===== src/sv/hce_pkg.sv =====
// shared types and constants for the hill cipher encryptor
`default_nettype none

package hce_pkg;

  localparam int unsigned ALPHA     = 26;
  localparam int unsigned LOWER_A   = 97;
  localparam int unsigned LOWER_Z   = 122;
  localparam int unsigned UPPER_A   = 65;
  localparam int unsigned UPPER_Z   = 90;
  localparam int unsigned PAD_CODE  = 23;
  localparam int unsigned KEY_W     = 5;
  localparam int unsigned LET_W     = 5;
  localparam int unsigned PROD_W    = 10;
  localparam int unsigned RECIP     = 40329;
  localparam int unsigned RECIP_W   = 16;
  localparam int unsigned RECIP_SH  = 20;
  localparam int unsigned REM_W     = 6;
  localparam int unsigned CHAR_W    = 7;
  localparam int unsigned KS_W      = 4;

  localparam logic ACT_KEY  = 1'b0;
  localparam logic ACT_TEXT = 1'b1;

  typedef enum logic [1:0] {
    ST_IDLE,
    ST_EMIT,
    ST_DRAIN
  } state_t;

  typedef struct packed {
    logic take;
    logic issue;
  } cmd_t;

  typedef struct packed {
    logic emit_req;
    logic last_issue;
    logic pipe_empty;
  } sts_t;

endpackage

`default_nettype wire


===== src/sv/hce_ctrl.sv =====
// controller state machine for the hill cipher encryptor
`default_nettype none

module hce_ctrl (
  input  wire logic          clk,
  input  wire logic          rst_n,
  input  wire logic          in_valid,
  output logic               in_ready,
  output hce_pkg::cmd_t      cmd,
  input  wire hce_pkg::sts_t sts
);

  hce_pkg::state_t state_r;
  hce_pkg::state_t state_nxt;

  always_ff @(posedge clk) begin
    if (!rst_n) begin
      state_r <= hce_pkg::ST_IDLE;
    end else begin
      state_r <= state_nxt;
    end
  end

  always_comb begin
    state_nxt = state_r;
    unique case (state_r)
      hce_pkg::ST_IDLE: begin
        if (in_valid && sts.emit_req) begin
          state_nxt = hce_pkg::ST_EMIT;
        end
      end
      hce_pkg::ST_EMIT: begin
        if (sts.last_issue) begin
          state_nxt = hce_pkg::ST_DRAIN;
        end
      end
      hce_pkg::ST_DRAIN: begin
        if (sts.pipe_empty) begin
          state_nxt = hce_pkg::ST_IDLE;
        end
      end
      default: state_nxt = hce_pkg::ST_IDLE;
    endcase
  end

  always_comb begin
    in_ready  = 1'b0;
    cmd.take  = 1'b0;
    cmd.issue = 1'b0;
    unique case (state_r)
      hce_pkg::ST_IDLE: begin
        in_ready = 1'b1;
        cmd.take = in_valid;
      end
      hce_pkg::ST_EMIT: begin
        cmd.issue = 1'b1;
      end
      hce_pkg::ST_DRAIN: begin
        cmd.issue = 1'b0;
      end
      default: begin
        in_ready = 1'b0;
      end
    endcase
  end

endmodule

`default_nettype wire


===== src/sv/hce_dp.sv =====
// datapath: key memory, block buffer, row dot product and mod 26 pipeline
`default_nettype none

module hce_dp #(
  parameter int MAX_KEY_SIZE = 9
) (
  input  wire logic                         clk,
  input  wire logic                         rst_n,
  input  wire logic                         cfg_wr_en,
  input  wire logic [hce_pkg::KS_W-1:0]     cfg_wr_data,
  input  wire hce_pkg::cmd_t                cmd,
  output hce_pkg::sts_t                     sts,
  input  wire logic                         action,
  input  wire logic [3:0]                   key_row,
  input  wire logic [3:0]                   key_col,
  input  wire logic [hce_pkg::KEY_W-1:0]    key_value,
  input  wire logic [7:0]                   text_byte,
  input  wire logic                         end_of_text,
  input  wire logic                         out_ready,
  output logic                              out_valid,
  output logic [hce_pkg::CHAR_W-1:0]        cipher_char,
  output logic                              block_last,
  output logic                              message_last
);

  localparam int CW = $clog2(MAX_KEY_SIZE + 1);
  localparam int IW = $clog2(MAX_KEY_SIZE);
  localparam int SW = $clog2(MAX_KEY_SIZE * 961 + 1);
  localparam int QW = SW - 4;
  localparam int MW = SW + hce_pkg::RECIP_W;
  localparam int KW = hce_pkg::KEY_W;
  localparam int LW = hce_pkg::LET_W;
  localparam int PW = hce_pkg::PROD_W;
  localparam int RW = hce_pkg::REM_W;
  localparam int XW = hce_pkg::CHAR_W;

  // configuration and block state
  logic [hce_pkg::KS_W-1:0]          key_size_r;
  logic [CW-1:0]                     fill_r;
  logic [CW-1:0]                     fill_nxt;
  logic [LW-1:0]                     letters_r [MAX_KEY_SIZE];
  logic [CW-1:0]                     pad_from_r;
  logic                              end_r;
  logic [IW-1:0]                     row_r;
  logic [CW-1:0]                     n_w;
  logic                              is_upper;
  logic                              is_lower;
  logic                              is_letter;
  logic [LW-1:0]                     fold_w;
  logic [CW-1:0]                     fill_after;
  logic                              key_in_range;
  logic                              adv;
  logic                              row_last;

  // key storage
  logic [KW-1:0]                     key_mem [MAX_KEY_SIZE][MAX_KEY_SIZE];
  logic [MAX_KEY_SIZE-1:0]           key_vld_r [MAX_KEY_SIZE];

  // pipeline
  logic                              s1_v_r, s2_v_r, s3_v_r, s4_v_r;
  logic                              s1_bl_r, s2_bl_r, s3_bl_r, s4_bl_r;
  logic                              s1_ml_r, s2_ml_r, s3_ml_r, s4_ml_r;
  logic [KW-1:0]                     krow_r [MAX_KEY_SIZE];
  logic [MAX_KEY_SIZE-1:0]           kvld_r;
  logic [PW-1:0]                     prod_r [MAX_KEY_SIZE];
  logic [PW-1:0]                     prod_nxt [MAX_KEY_SIZE];
  logic [SW-1:0]                     sum_r;
  logic [SW-1:0]                     sum_nxt;
  logic [SW-1:0]                     sum4_r;
  logic [QW-1:0]                     q_r;
  logic [MW-1:0]                     mul_w;
  logic [SW-1:0]                     diff_w;
  logic [RW-1:0]                     rem_w;
  logic                              out_valid_r;
  logic [XW-1:0]                     char_r;
  logic                              bl_r;
  logic                              ml_r;

  always_comb begin
    if (key_size_r == '0) begin
      n_w = CW'(1);
    end else if (int'(key_size_r) > MAX_KEY_SIZE) begin
      n_w = CW'(MAX_KEY_SIZE);
    end else begin
      n_w = CW'(key_size_r);
    end
  end

  assign is_upper  = (text_byte >= 8'(hce_pkg::UPPER_A)) && (text_byte <= 8'(hce_pkg::UPPER_Z));
  assign is_lower  = (text_byte >= 8'(hce_pkg::LOWER_A)) && (text_byte <= 8'(hce_pkg::LOWER_Z));
  assign is_letter = is_upper || is_lower;
  assign fold_w    = is_upper ? LW'(text_byte - 8'(hce_pkg::UPPER_A))
                              : LW'(text_byte - 8'(hce_pkg::LOWER_A));
  assign fill_after = fill_r + CW'(is_letter);
  assign key_in_range = (int'(key_row) < MAX_KEY_SIZE) && (int'(key_col) < MAX_KEY_SIZE);

  assign sts.emit_req = (action == hce_pkg::ACT_TEXT) &&
                        ((fill_after >= n_w) || (end_of_text && (fill_after != '0)));

  assign adv      = !out_valid_r || out_ready;
  assign row_last = (CW'(row_r) == n_w - CW'(1));
  assign sts.last_issue = cmd.issue && adv && row_last;
  assign sts.pipe_empty = !(s1_v_r || s2_v_r || s3_v_r || s4_v_r);

  always_comb begin
    fill_nxt = fill_r;
    if (cfg_wr_en) begin
      fill_nxt = '0;
    end else if (cmd.take && (action == hce_pkg::ACT_TEXT)) begin
      fill_nxt = sts.emit_req ? '0 : fill_after;
    end
  end

  always_ff @(posedge clk) begin
    if (!rst_n) begin
      key_size_r <= hce_pkg::KS_W'(3);
      fill_r     <= '0;
      row_r      <= '0;
      end_r      <= 1'b0;
      pad_from_r <= '0;
    end else begin
      if (cfg_wr_en) begin
        key_size_r <= cfg_wr_data;
      end
      fill_r <= fill_nxt;
      if (cmd.take && sts.emit_req) begin
        row_r      <= '0;
        end_r      <= end_of_text;
        pad_from_r <= fill_after;
      end else if (cmd.issue && adv) begin
        row_r <= row_r + IW'(1);
      end
    end
  end

  always_ff @(posedge clk) begin
    if (cmd.take && (action == hce_pkg::ACT_TEXT) && is_letter) begin
      letters_r[fill_r[IW-1:0]] <= fold_w;
    end
  end

  // key memory, row-wide read
  always_ff @(posedge clk) begin
    if (cmd.take && (action == hce_pkg::ACT_KEY) && key_in_range) begin
      key_mem[key_row[IW-1:0]][key_col[IW-1:0]] <= key_value;
    end
    if (cmd.issue && adv) begin
      krow_r <= key_mem[row_r];
    end
  end

  always_ff @(posedge clk) begin
    if (!rst_n) begin
      for (int r = 0; r < MAX_KEY_SIZE; r++) begin
        key_vld_r[r] <= '0;
      end
    end else if (cmd.take && (action == hce_pkg::ACT_KEY) && key_in_range) begin
      key_vld_r[key_row[IW-1:0]][key_col[IW-1:0]] <= 1'b1;
    end
  end

  // one product per lane
  always_comb begin
    for (int c = 0; c < MAX_KEY_SIZE; c++) begin
      if ((c < int'(n_w)) && kvld_r[c]) begin
        if (c < int'(pad_from_r)) begin
          prod_nxt[c] = PW'(krow_r[c]) * PW'(letters_r[c]);
        end else begin
          prod_nxt[c] = PW'(krow_r[c]) * PW'(hce_pkg::PAD_CODE);
        end
      end else begin
        prod_nxt[c] = '0;
      end
    end
  end

  always_comb begin
    sum_nxt = '0;
    for (int c = 0; c < MAX_KEY_SIZE; c++) begin
      sum_nxt = sum_nxt + SW'(prod_r[c]);
    end
  end

  // reciprocal estimate of the quotient by 26, low by at most one
  assign mul_w  = MW'(sum_r) * MW'(hce_pkg::RECIP);
  assign diff_w = sum4_r - SW'(SW'(q_r) * SW'(hce_pkg::ALPHA));
  always_comb begin
    rem_w = diff_w[RW-1:0];
    if (rem_w >= RW'(hce_pkg::ALPHA)) begin
      rem_w = rem_w - RW'(hce_pkg::ALPHA);
    end
  end

  always_ff @(posedge clk) begin
    if (!rst_n) begin
      s1_v_r      <= 1'b0;
      s2_v_r      <= 1'b0;
      s3_v_r      <= 1'b0;
      s4_v_r      <= 1'b0;
      out_valid_r <= 1'b0;
    end else if (adv) begin
      s1_v_r      <= cmd.issue;
      s2_v_r      <= s1_v_r;
      s3_v_r      <= s2_v_r;
      s4_v_r      <= s3_v_r;
      out_valid_r <= s4_v_r;
    end
  end

  always_ff @(posedge clk) begin
    if (adv) begin
      kvld_r  <= key_vld_r[row_r];
      s1_bl_r <= row_last;
      s1_ml_r <= row_last && end_r;
      prod_r  <= prod_nxt;
      s2_bl_r <= s1_bl_r;
      s2_ml_r <= s1_ml_r;
      sum_r   <= sum_nxt;
      s3_bl_r <= s2_bl_r;
      s3_ml_r <= s2_ml_r;
      q_r     <= mul_w[hce_pkg::RECIP_SH +: QW];
      sum4_r  <= sum_r;
      s4_bl_r <= s3_bl_r;
      s4_ml_r <= s3_ml_r;
      char_r  <= XW'(hce_pkg::LOWER_A) + XW'(rem_w);
      bl_r    <= s4_bl_r;
      ml_r    <= s4_ml_r;
    end
  end

  assign out_valid    = out_valid_r;
  assign cipher_char  = char_r;
  assign block_last   = bl_r;
  assign message_last = ml_r;

endmodule

`default_nettype wire


===== src/sv/hill_cipher_encrypt.sv =====
// path: each block row passes the key row, product, sum, quotient and output registers
// throughput: one byte per cycle while no block is due; a block of n letters holds
//   the input until its key rows, one per cycle unless out_tready stalls, clear the lane pipeline
// reset: synchronous active low; clears key matrix (valid bits), fill count, key size to 3
// stalls on out_tready freeze the whole row pipeline
`default_nettype none

module hill_cipher_encrypt #(
  parameter int MAX_KEY_SIZE = 9
) (
  input  wire logic        clk,
  input  wire logic        rst_n,
  input  wire logic        cfg_wr_en,
  input  wire logic [3:0]  cfg_wr_data,   // key_size
  input  wire logic        in_tvalid,
  output logic             in_tready,
  input  wire logic [23:0] in_tdata,      // key_row, key_col, key_value, text_byte, zero pad
  input  wire logic        in_tuser,      // action
  input  wire logic        in_tlast,      // end_of_text
  output logic             out_tvalid,
  input  wire logic        out_tready,
  output logic [7:0]       out_tdata,     // cipher_char, zero pad
  output logic             out_tuser,     // block_last
  output logic             out_tlast      // message_last
);

  hce_pkg::cmd_t                 cmd;
  hce_pkg::sts_t                 sts;
  logic [hce_pkg::CHAR_W-1:0]    cipher_char;

  hce_ctrl u_ctrl (
    .clk      (clk),
    .rst_n    (rst_n),
    .in_valid (in_tvalid),
    .in_ready (in_tready),
    .cmd      (cmd),
    .sts      (sts)
  );

  hce_dp #(
    .MAX_KEY_SIZE (MAX_KEY_SIZE)
  ) u_dp (
    .clk          (clk),
    .rst_n        (rst_n),
    .cfg_wr_en    (cfg_wr_en),
    .cfg_wr_data  (cfg_wr_data),
    .cmd          (cmd),
    .sts          (sts),
    .action       (in_tuser),
    .key_row      (in_tdata[3:0]),
    .key_col      (in_tdata[7:4]),
    .key_value    (in_tdata[12:8]),
    .text_byte    (in_tdata[20:13]),
    .end_of_text  (in_tlast),
    .out_ready    (out_tready),
    .out_valid    (out_tvalid),
    .cipher_char  (cipher_char),
    .block_last   (out_tuser),
    .message_last (out_tlast)
  );

  assign out_tdata = {1'b0, cipher_char};

endmodule

`default_nettype wire


===== config.mk =====
export PLATFORM = sky130hd
export DESIGN_NAME = hill_cipher_encrypt
export DESIGN_NICKNAME = d
export VERILOG_FILES = /design/src/sv/hce_pkg.sv /design/src/sv/hce_ctrl.sv /design/src/sv/hce_dp.sv /design/src/sv/hill_cipher_encrypt.sv
export SDC_FILE = /design/constraint.sdc
export NUM_CORES = 2
export LEC_CHECK = 0
export BUFFER_PORTS_ARGS = -buffer_cell sky130_fd_sc_hd__buf_2
export CAP_MARGIN = 20
export CORE_MARGIN = 2
export CORE_UTILIZATION = 69
export DETAILED_ROUTE_END_ITERATION = 7
export PLACE_DENSITY = 0.87
export SLEW_MARGIN = 20
export SYNTH_ARGS = -nofsm -noshare
export SYNTH_HDL_FRONTEND = slang
export SYNTH_SLANG_ARGS = --single-unit

===== constraint.sdc =====
create_clock -name clk -period 13.6 [get_ports clk]
set_input_delay 1.36 -clock clk [delete_from_list [all_inputs] [get_ports clk]]
set_output_delay 1.36 -clock clk [all_outputs]
set_load 0.01 [all_outputs]

==> metrics <==
number of hold violations in the final report=0; Final setup viols=0; headroom to the max-slew limit=between 20% and 30%; Hold Path End=u_dp.key_vld_r[14][7]; Die Area=0.0703 mm^2; floorplan die width=265 um; net count of the mapped netlist=4,507; biggest cell delay along the critical path=840 ps; kind of cell adding the most delay to the critical path=adder cells; post-synth design cell area=about 0.047 mm^2; ratio of final minimum period to clock period=44.7%; area share of the leading cell type in the synthesized netlist=40.6%; Congestion Overflow GR=0; power consumption=5.43 mW; power density cells=about 110 mW/mm^2; maximum net fanout on the critical path=6; arrival time of the worst setup path=around 6600 ps; global-route usage over all layers=between 30% and 40%; number of distinct standard cells referenced by the synthesized netlist=roughly 70; maximum root-to-sink buffer count=3; routed len/inst=22.2 um; HPWL after detailed placement=between 60 and 70 mm; status=complete, no violations; flip-flop and latch count after synthesis=roughly 800; worst-case register-to-register setup slack=~7500 ps; TritonCTS clock tree=done; global-route wire length before repair=roughly 160 mm; async set-or-reset flop fraction in the synthesized netlist=0%; critical path, cell by cell=ha_1, a21o_1, a21oi_1, o21bai_1, a21oi_1, o21ai_0, o311ai_0, fa_1, inv_1, fa_1, fa_1, fa_1, inv_1, ha_1, a21o_1, or4_1, o211ai_1; Initial Util=69.9%; Critical Path Slowest Stage Cell=sky130_fd_sc_hd__o311ai_0; leading cell types by count after synthesis=636 x sky130_fd_sc_hd__edfxtp_1, 505 x sky130_fd_sc_hd__inv_1, 476 x sky130_fd_sc_hd__ha_1; number of flops mapped to enable cells by yosys=between 600 and 700; area of the core=0.0674 mm^2; clock transition at the registers of the reported paths=60 ps; nets@finish=4,490; worst min path class=reg -> reg; critical path class=reg -> reg; number of DRC markers in iteration 0=~2.6k; Fin Hold WS=346 ps; most prevalent standard cell on the critical path=sky130_fd_sc_hd__fa_1; DRC Markers=0; Tmin final=6080 ps; slew of the pin with the lowest slew margin=1150 ps; max-slew violation count=0; post-CTS setup-driven buffer insertion count=0; Cells on Worst Hold Path=0; clk root buf=sky130_fd_sc_hd__clkbuf_16; highest clock rate=about 0.16 GHz; Max IR drop VDD=~0.00016 V; average via count per standard cell=6.13; cell accounting for the most synthesized area=sky130_fd_sc_hd__edfxtp_1; Port-buffer cells=42; depth of the worst register-to-register path=17; Worst Clk Skew=52.7 ps; Total Wirelength=104 mm; hold path startpoint=u_dp.key_vld_r[14][7]; Mapped Cells=around 3.8k; number of H-tree branching levels=3; number of hold buffers added after cts=0; buffers plus inverters on the worst setup path=2; category of the worst setup path capture point=register; fraction of final layout cells sized beyond drive strength 1=about 9.0%; number of top-level design ports=47; fillcell total=between 3k and 4k; vertical die dimension=between 200 and 300 um; final setup TNS=0 ps; antenna-violating nets left=0; RSZ-0062 raised after global routing=no; via count of the first global-routing pass=30.0k; static leakage power=between 20 and 25 nW; part of the Yosys area used for sequential elements=between 40% and 50%; antenna violations before repair=0; required arrival time at the worst endpoint=about 14,000 ps; prevailing post-synth register cell=sky130_fd_sc_hd__edfxtp_1; max-cap violations=0; number of sinks handled by clock tree synthesis=between 800 and 900; Diodes inserted=0; Inserted Clock Buffers=81; number of warning messages in the yosys log=0; total vias in the final route=28.7k; Resized Gates After CTS=0; num rows=95; type of origin of the critical path=register; area growth from synthesis to final layout=7.65%; most used standard cell by instance count after synthesis=sky130_fd_sc_hd__edfxtp_1; worst skew pair latency=approximately 680 ps; Post-Syn Area per Cell=between 10 and 15 um^2; first drt pass iteration count=5; top area cells in the synthesized netlist=sky130_fd_sc_hd__edfxtp_1 41%, sky130_fd_sc_hd__ha_1 13%, sky130_fd_sc_hd__fa_1 10%, sky130_fd_sc_hd__dfxtp_1 7.1%, sky130_fd_sc_hd__mux4_2 6.5%; final weighted congestion in routability-driven placement=0.877; worst reg2reg startpoint=u_dp.prod_r[71]; Crit Reg-Reg Endpoint=u_dp.sum_r[12]; maximum number of pins on one net before global-route repair=114
## final cells by class
type	instances	area [um^2]	share of cell area (%)
flip-flops and latches	804	22500	44.3
multi-input cells	2293	22100	43.7
clock buffers	106	2190	4.32
inverters	505	1900	3.75
well taps	873	1090	2.16
clock inverters	43	539	1.06
repair buffers	59	353	0.696
## layout by cell type (no fill, tap or decap), types with 9 or more instances in the layout
cell type,instances
sky130_fd_sc_hd__xnor2_1,106
sky130_fd_sc_hd__nand3_1,12
sky130_fd_sc_hd__nor3b_1,10
sky130_fd_sc_hd__clkinv_2,14
sky130_fd_sc_hd__o21ai_0,77
sky130_fd_sc_hd__mux2i_1,66
sky130_fd_sc_hd__edfxtp_1,636
sky130_fd_sc_hd__a21o_1,49
sky130_fd_sc_hd__dfxtp_1,164
sky130_fd_sc_hd__a21oi_1,181
sky130_fd_sc_hd__clkbuf_16,81
sky130_fd_sc_hd__o21a_1,87
sky130_fd_sc_hd__fa_1,235
sky130_fd_sc_hd__nor3_1,38
sky130_fd_sc_hd__xor2_1,25
sky130_fd_sc_hd__mux4_2,135
sky130_fd_sc_hd__clkbuf_1,18
sky130_fd_sc_hd__inv_1,504
sky130_fd_sc_hd__nand2_1,365
sky130_fd_sc_hd__and2_1,110
sky130_fd_sc_hd__buf_2,41
sky130_fd_sc_hd__ha_1,476
sky130_fd_sc_hd__buf_4,17
sky130_fd_sc_hd__a211oi_1,11
sky130_fd_sc_hd__nor2_1,142
sky130_fd_sc_hd__o21bai_1,39
sky130_fd_sc_hd__nor2b_1,17
sky130_fd_sc_hd__nand4_1,9
## cells by family after synthesis
| family | count (synthesis) | synth area share [%] |
|---|---|---|
| flip-flops | 804 | 47.7 |
| AND/OR/NAND/NOR | 744 | 7.16 |
| adder cells (fa/ha/maj) | 711 | 22.6 |
| buffers and inverters | 664 | 5.36 |
| AO/OA/AOI/OAI | 500 | 6.69 |
| multiplexers | 202 | 7.89 |
| XOR/XNOR | 135 | 2.54 |
| other | 1 | 0.00796 |
## how the worst max path moves through the flow
stage / from / end / depth (start not counted)
6_report: u_dp.prod_r[71] / u_dp.sum_r[12] / 17
5_1_grt: u_dp.prod_r[71] / u_dp.sum_r[12] / 17
4_1_cts: u_dp.prod_r[71] / u_dp.sum_r[12] / 17
3_5_place_dp: u_dp.prod_r[71] / u_dp.sum_r[12] / 17
3_3_place_gp: u_dp.prod_r[71] / u_dp.sum_r[12] / 17
2_1_floorplan: u_dp.prod_r[70] / u_dp.sum_r[11] / 19
## registers in the layout (all words and copies together), names as in the netlist, 2 cells and up
| signal | cells |
|---|---|
| u_dp.key_mem | 405 |
| u_dp.key_vld_r | 144 |
| u_dp.prod_r | 90 |
| u_dp.krow_r | 45 |
| u_dp.letters_r | 45 |
| u_dp.sum_r | 14 |
| u_dp.kvld_r | 9 |
| u_dp.cipher_char | 7 |
| u_dp.sum4_r | 6 |
| u_dp.q_r | 5 |
| u_dp.fill_r | 4 |
| u_dp.key_size_r | 4 |
| u_dp.pad_from_r | 4 |
| u_dp.row_r | 4 |
| u_ctrl.state_r | 2 |
## per-layer routing
| layer | wire length, um | global-route usage, % | vias to the layer above |
|---|---|---|---|
| li1 | - | - | 13000 |
| met1 | 39200 | 38.4 | 14000 |
| met2 | 51300 | 51.5 | 1325 |
| met3 | 8090 | 5.28 | 330 |
| met4 | 5370 | 14.6 | 0 |
| met5 | 0 | 0 | - |
## stage by stage
step	std cells	instance area, um^2	utilization (%)	setup WS (ps)
detailed placement	4534	48000	71.1	7600
floorplan	3761	47100	-	8340
global route	4683	50700	75.2	7290
finish	4683	50700	75.2	7520
global placement	4534	48000	71.1	7700
CTS	4683	50700	75.2	7520
## report_power, final
group	internal, mW	switching (mW)
clock network	1.26	1.00
logic	0.199	0.288
registers	2.66	0.0231
(Power assumes the default switching activity.)
